--- config.mk ---
export PLATFORM = sky130hd
export DESIGN_NAME = lpsht_cmd_fifo
export DESIGN_NICKNAME = d
export VERILOG_FILES = /design/src/hw/rtl/lpsht_pkg.sv /design/src/hw/rtl/lpsht_cmd_fifo.sv
export SDC_FILE = /design/constraint.sdc
export NUM_CORES = 1
export LEC_CHECK = 0
export BUFFER_PORTS_ARGS = -buffer_cell sky130_fd_sc_hd__buf_2
export CELL_PAD_IN_SITES_DETAIL_PLACEMENT = 0
export CELL_PAD_IN_SITES_GLOBAL_PLACEMENT = 1
export CORE_MARGIN = 2
export CORE_UTILIZATION = 33
export CTS_CLUSTER_SIZE = 16
export DETAILED_ROUTE_END_ITERATION = 8
export PLACE_DENSITY_LB_ADDON = 0.2
export SYNTH_ARGS = -nofsm -noshare
export SYNTH_HDL_FRONTEND = slang
export SYNTH_SLANG_ARGS = --single-unit
--- constraint.sdc ---
create_clock -name aclk -period 9.93 [get_ports aclk]
set_clock_uncertainty 0.15 [all_clocks]
set_input_delay 0.993 -clock aclk [delete_from_list [all_inputs] [get_ports aclk]]
set_output_delay 0.993 -clock aclk [all_outputs]
set_load 0.05 [all_outputs]
--- src/hw/rtl/lpsht_pkg.sv ---
`timescale 1ns / 1ps
`default_nettype none
package lpsht_pkg;

    localparam int LEN_W = 6;

    localparam logic [2:0] ADDR_SLOTS = 3'd0;

    localparam logic [1:0] REQ_INSERT = 2'd0;
    localparam logic [1:0] REQ_LOOKUP = 2'd1;
    localparam logic [1:0] REQ_REMOVE = 2'd2;
    localparam logic [1:0] REQ_UNUSED = 2'd3;

    localparam logic [2:0] ST_INSERTED  = 3'd0;
    localparam logic [2:0] ST_FOUND     = 3'd1;
    localparam logic [2:0] ST_NOT_FOUND = 3'd2;
    localparam logic [2:0] ST_FULL      = 3'd3;
    localparam logic [2:0] ST_TOO_LONG  = 3'd4;

    localparam logic [8:0] SLOTS_RESET = 9'd256;
    localparam logic [8:0] COUNT_MAX   = 9'h1FF;

    // one queued key operation
    typedef struct packed {
        logic [31:0]      hash;
        logic [1:0]       req;
        logic [15:0]      loc;
        logic [LEN_W-1:0] len;
        logic             ovf;
    } cmd_t;

    typedef struct packed {
        logic             occ;
        logic [LEN_W-1:0] len;
        logic [15:0]      loc;
    } slot_word_t;

    typedef struct packed {
        logic clearing;
    } back_stat_t;

    typedef enum logic [3:0] {
        B_CLEAR, B_IDLE, B_FIN1, B_FIN2, B_DIV, B_PRB_RD, B_PRB_CHK,
        B_CMP_RD, B_CMP_CHK, B_CPY_RD, B_CPY_WR, B_RESP
    } back_state_t;

endpackage
`default_nettype wire

--- src/hw/rtl/lpsht_cmd_fifo.sv ---
`timescale 1ns / 1ps
`default_nettype none
// two-entry command queue, each entry with its own key bank
module lpsht_cmd_fifo #(
    parameter int JIW = 5
) (
    input  wire logic            aclk,
    input  wire logic            aresetn,
    input  wire logic            push,
    input  wire lpsht_pkg::cmd_t push_cmd,
    input  wire logic            key_we,
    input  wire logic [JIW-1:0]  key_widx,
    input  wire logic [7:0]      key_wdata,
    input  wire logic            pop,
    output lpsht_pkg::cmd_t      head_cmd,
    output logic                 empty,
    output logic                 full,
    input  wire logic [JIW-1:0]  key_ridx,
    output logic [7:0]           key_rdata
);
    lpsht_pkg::cmd_t cmd_mem [2];
    logic [7:0] key_mem [2 << JIW];
    logic       wr_ptr_reg, rd_ptr_reg;
    logic [1:0] count_reg;

    assign empty    = (count_reg == 2'd0);
    assign full     = (count_reg == 2'd2);
    assign head_cmd = cmd_mem[rd_ptr_reg];

    always_ff @(posedge aclk) begin
        if (!aresetn) begin
            wr_ptr_reg <= 1'b0;
            rd_ptr_reg <= 1'b0;
            count_reg  <= 2'd0;
        end else begin
            if (push) wr_ptr_reg <= ~wr_ptr_reg;
            if (pop) rd_ptr_reg <= ~rd_ptr_reg;
            if (push && !pop) count_reg <= count_reg + 2'd1;
            else if (pop && !push) count_reg <= count_reg - 2'd1;
        end
    end

    always_ff @(posedge aclk) begin
        if (push) cmd_mem[wr_ptr_reg] <= push_cmd;
        if (key_we) key_mem[{wr_ptr_reg, key_widx}] <= key_wdata;
        key_rdata <= key_mem[{rd_ptr_reg, key_ridx}];
    end
endmodule
`default_nettype wire

## Yosys cells after proc, flatten, opt, wreduce, memory -nomap -nowiden

Memory sizes are Yosys's and may differ from the RTL's. A register that Yosys moved wholly into a read port is not among the register bits.
Cells that the tools add are included.

- Output and inout bits: 67
- Memories: 2
- Bits in read-only memories: 0
- Memory bits (writable): 626
- Latch bits: 0
- Word-level logic and storage cells: 24
- Input port bits: 80
- Flip-flop bits (word level): 4

Memory list:

| name | depth | bits a word | rd ports | clocked after Yosys merged registers in | write ports | RTL line | text |
|---|---|---|---|---|---|---|---|
| key_mem | 64 | 8 | 1 | 1 | 1 | lpsht_cmd_fifo.sv:22 | `logic [7:0] key_mem [2 << JIW];` |
| cmd_mem | 2 | 57 | 1 | 1 | 1 | lpsht_cmd_fifo.sv:21 | `lpsht_pkg::cmd_t cmd_mem [2];` |

- Div/mod/pow operators: 0
- Multiply operators: 0
- Add/subtract/negate cells: 2
- Reductions and logical operators: 6
- Equal/unequal tests: 1
- Bitwise logic cells: 2
- Muxes and demuxes: 8
- Shifts and indexed selects: 0
- Magnitude comparators: 0

Operator list:

| operator | number |
|---|---|
| $mux W1 | 6 |
| $mux W2 | 2 |
| $add A2 B1 Y2 const B | 1 |
| $eq A2 B2 Y1 const B | 1 |
| $logic_and A1 B1 Y1 | 2 |
| $logic_not A1 Y1 | 2 |
| $logic_not A2 Y1 | 1 |
| $not A1 Y1 | 2 |
| $reduce_bool A2 Y1 | 1 |
| $sub A2 B1 Y2 const B | 1 |

## Logic depth before layout (Yosys ltp)

- Word-level depth: 4
- Gate-level depth with buffers: 8
- Mapped depth without buffers: 5

## Worst setup path after synthesis

No wires, ideal clock.

- Path kind: input to register
- Start point: input push
- End point: memory cmd_mem[0][0] (netlist name), enable pin
- Library setup time: 480 ps
- Stages: 1
- Data arrival time: 3539 ps
- Slack: 5761 ps
- Cell sequence: nor2b_1

- Longest elaborated chain between the ends: 2

RTL lines:

| item | RTL line | text |
|---|---|---|
| from (decl) | lpsht_cmd_fifo.sv:9 | `input wire logic push,` |
| $mux W1 | lpsht_cmd_fifo.sv:44 | `if (push) cmd_mem[wr_ptr_reg] <= push_cmd;` |
| $mux W1 (not written as such) | lpsht_cmd_fifo.sv:44 |  |
| to (decl) | lpsht_cmd_fifo.sv:21 |  |

Every way passes these cells.

==> impl_metrics.yaml <==
run_status:
  outcome: "finished, final reports clean"
sta:
  min_period_ns: 3.62
  setup_viol: 0
  clock.fmax_mhz: 276
  relSlewSlack_pct: 23.1
  setup_tns_ns: 0
  fin_crit_sh_pct: 36.5
  rsz0062_at_grt: "no"
  maxSlewViolCount: 0
  final-hold-violation-count: 0
  worstMarginPinSlew_ns: 1.15
layout:
  largest_registers: "key_mem (512), cmd_mem (114), key_rdata (8)"
  syn_to_final_growth_pct: 17.7
  largest_register_ffs: 512
  regMostFlops: "key_mem"
  fillers: 6557
  final_nets: 1391
  drive_gt1_share_pct: 33.7
pwr:
  ir_drop_mv: 0.130
  switching_share_pct: 22.3
  p_sw_mw: 1.39
  p_comb_share_pct: 7.0
  seqPwrFrac_pct: 48.6
  p_int_mw: 4.84
  leakage_nw: 9.18
  total_power_mw: 6.23
  power_density_nw_per_um2: 218
  pwr-share-clk_pct: 44.4
critical_path:
  crit_slowest_cell: "buf_4"
  worstSetupPathType: "in2reg"
  worstPathCellList: "clkbuf_8, buf_4, mux4_1, a22oi_1, nand2_1, a221o_1"
  cp-end-kind: "flop"
  slowest_delay_ns: 0.81
  start_kind: "input port"
  ff2ff_path_depth: 3
  arrival_ns: 3.96
  cp_max_fo: 45
  cp.required_ns: 10.27
yosys:
  synthArstFlopShare_pct: 0
  synthTopCellsByCount: "edfxtp_1, mux4_2, nor2_1, mux2_2, clkbuf_1"
  netlist_top_cells_area: "edfxtp_1, mux4_2, mux2_2"
  yosysUniqueCellTypes: 44
  synth_top_area_share_pct: 77.3
  synth_area_leader_cell: "edfxtp_1"
  synth_edf_count: 626
  ys_warn_count: 0
  synth_cells: 1121
  syn_area_um2: 24300
  syn_nets: 1202
  syn_area_per_cell_um2: 21.7
  yosysMostFrequentCell: "edfxtp_1"
  ys.flop_type: "edfxtp_1"
  synth-seq-cells: 639
  ys_seq_area_share_pct: 78.3
routing:
  vias: 11800
  dr.pass1.iters: 5
  detail-route-antenna-nets: 0
  drc_errors: 0
  finalWirelength_um: 60400
  vias_per_cell: 5.06
  dr.first_iter.drc_count: 1087
  post_drt_wl_per_cell_um: 25.9
global_routing:
  grt_antenna_before_repair: 4
  grt_pass1_vias: 12400
  grt_pass1_wl_um: 86900
  grt_usage_pct: 16.0
  grt_max_degree: 68
  gr-total-overflow: 0
floorplanning:
  die_y_um: 276
  die_area_um2: 75900
  io_pins: 147
  start_util_pct: 33.3
  num_rows: 99
  fp.coreArea_um2: 73000
  fp.dieW_um: 276
place:
  gp_congestion: 0.743
  dp_hpwl_um: 36300
  io_buffers: 146
flow_run:
  max-cap-violations: 0
clock_tree:
  cts_tree: "done"
  cts_hold_buffers: 0
  h-tree-depth: 3
  cts_num_sinks: 639
  cts.path.max_buffers: 3
  numCtsBuffers: 72
  cts_root_buffer: "clkbuf_16"
  post_cts_resized: 0
  clock_latency_ns: 0.60
  clk_pin_slew_ns: 0.06
  post_cts_buffers: 0
worst_hold_path:
  hold_path_depth: 2
  hold_class: "reg2reg"
## worst paths after layout
check,from,endpoint,slack [ns]
max,key_ridx[0],key_rdata[4],6.31
min,count_reg[1],count_reg[1],0.36
max reg2reg,wr_ptr_reg,key_mem[39][3],6.99
min reg2reg,count_reg[1],count_reg[1],0.36
## layer usage
metal	track usage, %	vias up	wire [um]
li1	-	5081	-
met1	21.3	6202	26100
met2	25.7	395	28300
met3	3.85	96	4410
met4	5.59	0	1570
met5	0	-	0
## per-stage QoR
step / util (%) / hold WS (ns) / cells / setup slack [ns] / area (um^2)
floorplan: - / 0.323 / 1121 / 5.76 / 24300
global placement: 35.9 / 0.336 / 2195 / 5.57 / 26200
detailed placement: 35.9 / 0.355 / 2195 / 5.56 / 26200
CTS: 39.2 / 0.363 / 2325 / 6.21 / 28600
global route: 39.2 / 0.408 / 2325 / 6.09 / 28600
finish: 39.2 / 0.356 / 2326 / 6.31 / 28600
## worst max-delay path, delay by kind of cell
| family | cells | cell delay, ns |
|---|---|---|
| simple gates | 1 | 0.21 |
| buf+inv | 2 | 1.26 |
| compound gates | 2 | 0.66 |
| mux | 1 | 0.70 |
## cell families after synthesis
logic type / share of synthesized area [%]
buffers and inverters: 1.28
AND/OR/NAND/NOR: 2.72
AO/OA/AOI/OAI: 2.82
adder cells (fa/ha/maj): 0.0514
XOR/XNOR: 0.108
multiplexers: 14.7
flip-flops: 78.3
## area by class of cell
type | instances | area (um^2) | area share (%)
multi-input combinational | 425 | 4970 | 17.4
timing repair buffer | 171 | 930 | 3.25
sequential | 639 | 19100 | 66.6
clock inverter | 43 | 527 | 1.84
tap | 959 | 1200 | 4.19
inverter | 1 | 3.75 | 0.0131
antenna | 1 | 2.50 | 0.00874
clock buffer | 87 | 1940 | 6.79
## cell usage in the layout (no fill, tap or decap), types with 13 or more instances in the layout
master,count
o22ai_1,13
clkinv_1,13
buf_4,26
nor2_1,71
clkbuf_16,76
a22oi_1,32
edfxtp_1,626
buf_2,144
mux4_2,118
mux2_2,58
nand2_1,21
## power by group through the flow
stage / Combinational, mW / Sequential (mW) / Clock (mW)
after global placement: 0.442 / 3.08 / 0
after CTS: 0.447 / 3.03 / 2.85
final: 0.438 / 3.03 / 2.77
after global routing: 0.467 / 3.03 / 2.95
after detailed placement: 0.445 / 3.08 / 0
after floorplan: 0.267 / 3.09 / 0
No activity file was read; power rests on OpenSTA's default activity.
