**config.mk**
```make
export PLATFORM = sky130hd
export DESIGN_NAME = lpsht_front
export DESIGN_NICKNAME = d
export VERILOG_FILES = /design/src/hw/rtl/lpsht_pkg.sv /design/src/hw/rtl/lpsht_front.sv
export SDC_FILE = /design/constraint.sdc
export NUM_CORES = 1
export LEC_CHECK = 0
export BUFFER_PORTS_ARGS = -buffer_cell sky130_fd_sc_hd__buf_2
export CELL_PAD_IN_SITES_DETAIL_PLACEMENT = 1
export CELL_PAD_IN_SITES_GLOBAL_PLACEMENT = 2
export CORE_ASPECT_RATIO = 1.5
export CORE_MARGIN = 2
export CORE_UTILIZATION = 33
export CTS_BUF_LIST = sky130_fd_sc_hd__clkbuf_4 sky130_fd_sc_hd__clkbuf_8
export DETAILED_ROUTE_END_ITERATION = 16
export GPL_TIMING_DRIVEN = 0
export PLACE_DENSITY_LB_ADDON = 0.1
export SLEW_MARGIN = 40
export SYNTH_ARGS = -nofsm -noshare
export SYNTH_HDL_FRONTEND = slang
export SYNTH_SLANG_ARGS = --single-unit
```
**constraint.sdc**
```tcl
create_clock -name aclk -period 8.8 [get_ports aclk]
set_input_delay 1.76 -clock aclk [delete_from_list [all_inputs] [get_ports aclk]]
set_output_delay 1.76 -clock aclk [all_outputs]
set_load 0.02 [all_outputs]
```
**src/hw/rtl/lpsht_pkg.sv**
```systemverilog
`timescale 1ns / 1ps
`default_nettype none
package lpsht_pkg;

    localparam int LEN_W = 6;

    localparam logic [2:0] ADDR_SLOTS = 3'd0;

    localparam logic [1:0] REQ_INSERT = 2'd0;
    localparam logic [1:0] REQ_LOOKUP = 2'd1;
    localparam logic [1:0] REQ_REMOVE = 2'd2;
    localparam logic [1:0] REQ_UNUSED = 2'd3;

    localparam logic [2:0] ST_INSERTED  = 3'd0;
    localparam logic [2:0] ST_FOUND     = 3'd1;
    localparam logic [2:0] ST_NOT_FOUND = 3'd2;
    localparam logic [2:0] ST_FULL      = 3'd3;
    localparam logic [2:0] ST_TOO_LONG  = 3'd4;

    localparam logic [8:0] SLOTS_RESET = 9'd256;
    localparam logic [8:0] COUNT_MAX   = 9'h1FF;

    // one queued key operation
    typedef struct packed {
        logic [31:0]      hash;
        logic [1:0]       req;
        logic [15:0]      loc;
        logic [LEN_W-1:0] len;
        logic             ovf;
    } cmd_t;

    typedef struct packed {
        logic             occ;
        logic [LEN_W-1:0] len;
        logic [15:0]      loc;
    } slot_word_t;

    typedef struct packed {
        logic clearing;
    } back_stat_t;

    typedef enum logic [3:0] {
        B_CLEAR, B_IDLE, B_FIN1, B_FIN2, B_DIV, B_PRB_RD, B_PRB_CHK,
        B_CMP_RD, B_CMP_CHK, B_CPY_RD, B_CPY_WR, B_RESP
    } back_state_t;

endpackage
`default_nettype wire

```
**src/hw/rtl/lpsht_front.sv**
```systemverilog
`timescale 1ns / 1ps
`default_nettype none
// per-byte hashing and key capture
module lpsht_front #(
    parameter int MAX_KEY_BYTES = 32,
    parameter int JIW = 5
) (
    input  wire logic                aclk,
    input  wire logic                aresetn,
    input  wire logic                s_tvalid,
    output logic                     s_tready,
    input  wire logic [7:0]          key_byte,
    input  wire logic [15:0]         loc_value,
    input  wire logic [1:0]          req_type,
    input  wire logic                key_last,
    input  wire logic                fifo_full,
    input  wire lpsht_pkg::back_stat_t stat,
    output logic                     push,
    output lpsht_pkg::cmd_t          push_cmd,
    output logic                     key_we,
    output logic [JIW-1:0]           key_widx,
    output logic [7:0]               key_wdata
);
    localparam int LW = lpsht_pkg::LEN_W;

    logic [31:0]   hash_reg;
    logic [LW-1:0] len_reg;
    logic          ovf_reg;
    logic [31:0]   h1, h2, h3;
    logic          room, take;
    logic [LW-1:0] len_n;
    logic          ovf_n;

    assign s_tready = !fifo_full && !stat.clearing;
    assign take     = s_tvalid && s_tready;
    assign room     = (len_reg < LW'(MAX_KEY_BYTES));

    always_comb begin
        h1 = hash_reg + {{24{key_byte[7]}}, key_byte};
        h2 = h1 + (h1 << 10);
        h3 = h2 ^ (h2 >> 6);
    end

    assign len_n = room ? len_reg + LW'(1) : len_reg;
    assign ovf_n = ovf_reg || !room;

    assign key_we    = take && room;
    assign key_widx  = len_reg[JIW-1:0];
    assign key_wdata = key_byte;

    assign push = take && key_last && (req_type != lpsht_pkg::REQ_UNUSED);
    always_comb begin
        push_cmd.hash = h3;
        push_cmd.req  = req_type;
        push_cmd.loc  = loc_value;
        push_cmd.len  = len_n;
        push_cmd.ovf  = ovf_n;
    end

    always_ff @(posedge aclk) begin
        if (!aresetn) begin
            hash_reg <= '0;
            len_reg  <= '0;
            ovf_reg  <= 1'b0;
        end else if (take) begin
            if (key_last) begin
                hash_reg <= '0;
                len_reg  <= '0;
                ovf_reg  <= 1'b0;
            end else begin
                hash_reg <= h3;
                len_reg  <= len_n;
                ovf_reg  <= ovf_n;
            end
        end
    end
endmodule
`default_nettype wire

```
After elaboration in Yosys (flattened, before gate mapping). Index checks and enable logic that the tools add are counted.

Add/subtract/negate cells: 3. $lt $le $gt $ge: 1. Equality and inequality tests: 1. Mux-type cells: 4. Bitwise logic cells: 1. Reduce and logical (&&, ||, !) cells: 9.

Operators by type and width (count): $add 32x32->32 (2); $mux 32 (1); $xor 32x26->32 (1); $mux 6 (2); $add 6x1->6 const B (1); $lt 6x6->1 const B (1); $logic_and 1x1->1 (5); $logic_not 1->1 (3); $ne 2x2->1 const B (1); $logic_or 1x1->1 (1); $mux 1 (1).

Bits in registers: 39. Output and inout port bits: 73. Word-level logic and storage cells: 22.

Depth between registers and ports, before layout.
Word-level depth: 5. Gate-level depth with buffers: 25. Gate-level depth less buffers: 25.

Worst setup path before layout. OpenSTA, ideal clock, no wires.

Path type: input-to-output. Start: input port key_byte[0]. End: output port push_cmd[50] (netlist name). Data arrival time: 6840 ps. Path slack: 200 ps. Stages: 23. Path buffers: 0. Cell sequence: ha_1 > fa_1 > a21o_1 > a21oi_1 > o21bai_1 > a211o_1 > a31o_2 > and2_1 > a21oi_1 > o21bai_1 > a21oi_1 > xnor2_1 > ha_1 > a21oi_1 > o21bai_1 > a21oi_1 > o21ai_0 > a31oi_1 > o31a_4 > o21bai_1 > a311oi_1 > xnor2_1 > xor2_1.

RTL lines: start: declaration (line lpsht_front.sv:12) `input wire logic [7:0] key_byte,`; end: declaration (line lpsht_front.sv:19) `output lpsht_pkg::cmd_t push_cmd,`.

==> results by group <==
Critical path
  – Crit Path Class: primary input to primary output
  – CP Max Fanout: 5
  – Crit start category: primary input
  – Data arrival, critical path: about 7000 ps
  – RR Startpoint: hash_reg[0]
  – Register-to-register setup slack: 3300 ps
  – CP Capture Type: primary output
  – CP startpoint: key_byte[0]
  – CP Data Required Time: 7040 ps

Synthesis
  – Synth top cells by count: ha_1 (52), a21oi_1 (44), dfxtp_1 (39)
  – Gate Count Post-Synth: 559
  – Number of synthesized flops with an enable pin: 0
  – Synth area leaders: dfxtp_1 (17%), ha_1 (14%), xnor2_1 (7.1%)
  – XOR/XNOR Fraction of Synth Area: 14.88%
  – Post-Synth Simple-Gate Area: 17.26%
  – Yosys reg bits: 39
  – Synth Warn #: 0
  – Synth cell types: 73
  – Most frequent cell after synthesis: ha_1
  – Largest family of logic cells by synthesized area: compound AO/OA/AOI/OAI gates
  – Syn Std Cell Area: 4683 um2
  – Complex-gate fraction of the synthesized area: 27.49%
  – Cell taking the most area after synthesis: dfxtp_1
  – Ys flop type: dfxtp_1
  – Post-Synth Adder-Cell Area: 14.96%
  – Mux contribution to synthesized area: 0.2404%
  – Post-synth top area share: between 10% and 20%
  – Mean Syn Cell Area: 8.378 um2
  – Sequential share of the synthesized area: 16.67%
  – Syn nets: 645
  – Asr flop ratio synth: 0%

Clock network
  – CTS root buffer: clkbuf_8
  – TritonCTS clock tree: yes
  – Clk slew on worst S/H paths: approximately 100 ps
  – CTS Hold Buffers Added: 0
  – Worst-Skew Late Latency: around 310 ps
  – CTS Buf Count: 5
  – Clock buffer depth: 2
  – CTS sink cnt: 39
  – # H-tree levels: 2

Global routing
  – GRT Total Usage: a little over a fifth
  – First-pass GRT wire length: between 20000 and 30000 um
  – Vias in the first global route: ~4700
  – Grt ovf: 0
  – Largest net degree at the start of global routing: 27
  – Initial antenna violation count: 0

Floorplanning
  – Die Ht: between 100 and 150 um
  – # IOs: ~110
  – FP Rows: 53
  – Die W: 101.3 um
  – CORE AREA: 13930 um2
  – Initial Util: 33.63%
  – Die ar.: 15180 um2

Cells and area
  – P&R area growth vs syn: 24.79%
  – Core Util, Final: 41.97%
  – Fill cells: 1712
  – Antenna Cells: 0
  – Non-filler instance count after layout: 837
  – Max reg flops: 32
  – Nets: between 700 and 800
  – Share of cells above drive strength 1: 32.14%
  – Seq. cell area: slightly below 800 um2
  – Area occupied by multi-input gates: 3789 um2

Detailed routing
  – Initial DRT Pass Iterations: 4
  – Routed vias/inst: 5.465
  – Antenna Nets Post-Route: 0
  – Routed wire length: 17030 um
  – Iteration-0 DRC count of the detailed router: 119
  – Vias post-DR: approximately 4600
  – WL per Instance: about 20 um
  – DRC: 0

Run
  – MaxCap Viol Count: 0

STA
  – Relative slew slack: 42.32%
  – Clock skew: roughly 8 ps
  – Setup TNS: 0 ps
  – RSZ-0062 raised after global routing: true
  – Max Fclk: 0.1162 GHz
  – Final min period: 8602 ps
  – Final hold violation count: 0
  – Period utilization: 97.75%
  – Count of final max-slew check failures: 0
  – Worst Tran Pin Value: 843.4 ps
  – Final setup viols: 0

Min path
  – Min-Delay Startpoint: ovf_reg
  – Min-Delay Path Class: flop to flop

Pwr
  – Pwr/cell area: 345.9 nW/um2
  – Final Power: roughly 0.0020 W
  – Leakage: 2.748 nW
  – Worst vdd ir: between 200 and 300 uV

Run status
  – Status: finished, final reports clean

Place
  – DP Cell Count: between 800 and 900
  – Final GP Congestion: 0.8734
  – Hpwl dp: 13760 um
  – IO buf count: 88
[placed cells by master, fill, tap and decap left out, types with 5 or more instances in the layout]
master    count
a21oi_1      35
clkbuf_1      9
and3_1        6
inv_1        17
clkbuf_8      5
nor2_1       22
a21o_1       25
nor2b_1      37
ha_1         48
dfxtp_1      39
buf_2        87
o21bai_1      8
nand3b_1      8
buf_4        56
xor2_2        6
a22oi_1      28
xor2_1       31
a21oi_2       9
nand2_1      22
xnor2_1      34
nor3_1        6
o21ai_0      12
nand3_1      11
[power breakdown]
part / internal [W] / switching [W] / total [W]
combinational: 0.000641 / 0.00104 / 0.00168
sequential: 0.000190 / 0.0000116 / 0.000202
clock: 0.0000570 / 0.0000828 / 0.000140
[worst max-delay path, cell delays in order]
cell and delay, ps:
buf_2 110, ha_2 200, fa_2 350, a21o_1 200, a21oi_2 150, o21bai_1 110, a211o_1 270, a31o_4 280
and2_1 190, a21oi_2 190, o21bai_1 130, a21oi_2 200, xnor2_2 170, ha_4 320, a21oi_2 60, o21bai_1 170
a21oi_2 100, o21ai_2 200, a31oi_2 150, o31a_4 410, o31a_1 360, xnor2_4 320, xor2_2 250, buf_4 180
[final cells by class]
cell class / instances / share of cell area, %
flip-flops and latches: 39 / 13.36
well taps: 165 / 3.532
clock inverters: 3 / 0.4068
inverters: 18 / 1.156
clock buffers: 5 / 1.177
plain buffers: 49 / 5.652
repair buffers: 105 / 9.891
multi-input cells: 453 / 64.83
[metrics by stage]
stage	area (um2)	hold slack (ps)	setup WS, ps
floorplan	4683	429.3	199.7
global placement	5330	444.9	-747.1
detailed placement	5335	452.1	-815.6
CTS	5642	478.4	0.7341
global route	5844	505.2	-61.53
finish	5844	474.7	197.6
[worst paths after layout]
| check | depth (start not counted) | end |
|---|---|---|
| max | 24 | push_cmd[44] |
| min | 2 | ovf_reg |
| max reg2reg | 24 | hash_reg[21] |
| min reg2reg | 2 | ovf_reg |
[metal layers]
metal / GRT usage, % / part of all wire (%) / up-vias
li1: - / - / 2230
met1: 23.27 / 38 / 2224
met2: 42.88 / 56 / 82
met3: 1.962 / 1.6 / 38
met4: 9.527 / 4.3 / 0
met5: 0 / 0 / -
[kinds of logic (layout without fill, tap and decap cells)]
| logic type | after synthesis | count (layout) |
|---|---|---|
| multiplexers | 1 | 1 |
| flip-flops | 39 | 39 |
| AO/OA/AOI/OAI | 177 | 177 |
| adder cells (fa/ha/maj) | 55 | 55 |
| buffers and inverters | 67 | 180 |
| AND/OR/NAND/NOR | 143 | 143 |
| XOR/XNOR | 77 | 77 |
[timing repair]
item	in CTS	in global routing
resized for setup	27	29
buffers inserted	9	8
pin swaps	9	24
endpoints found under the setup margin	18	18
(Power assumes the default switching activity.)
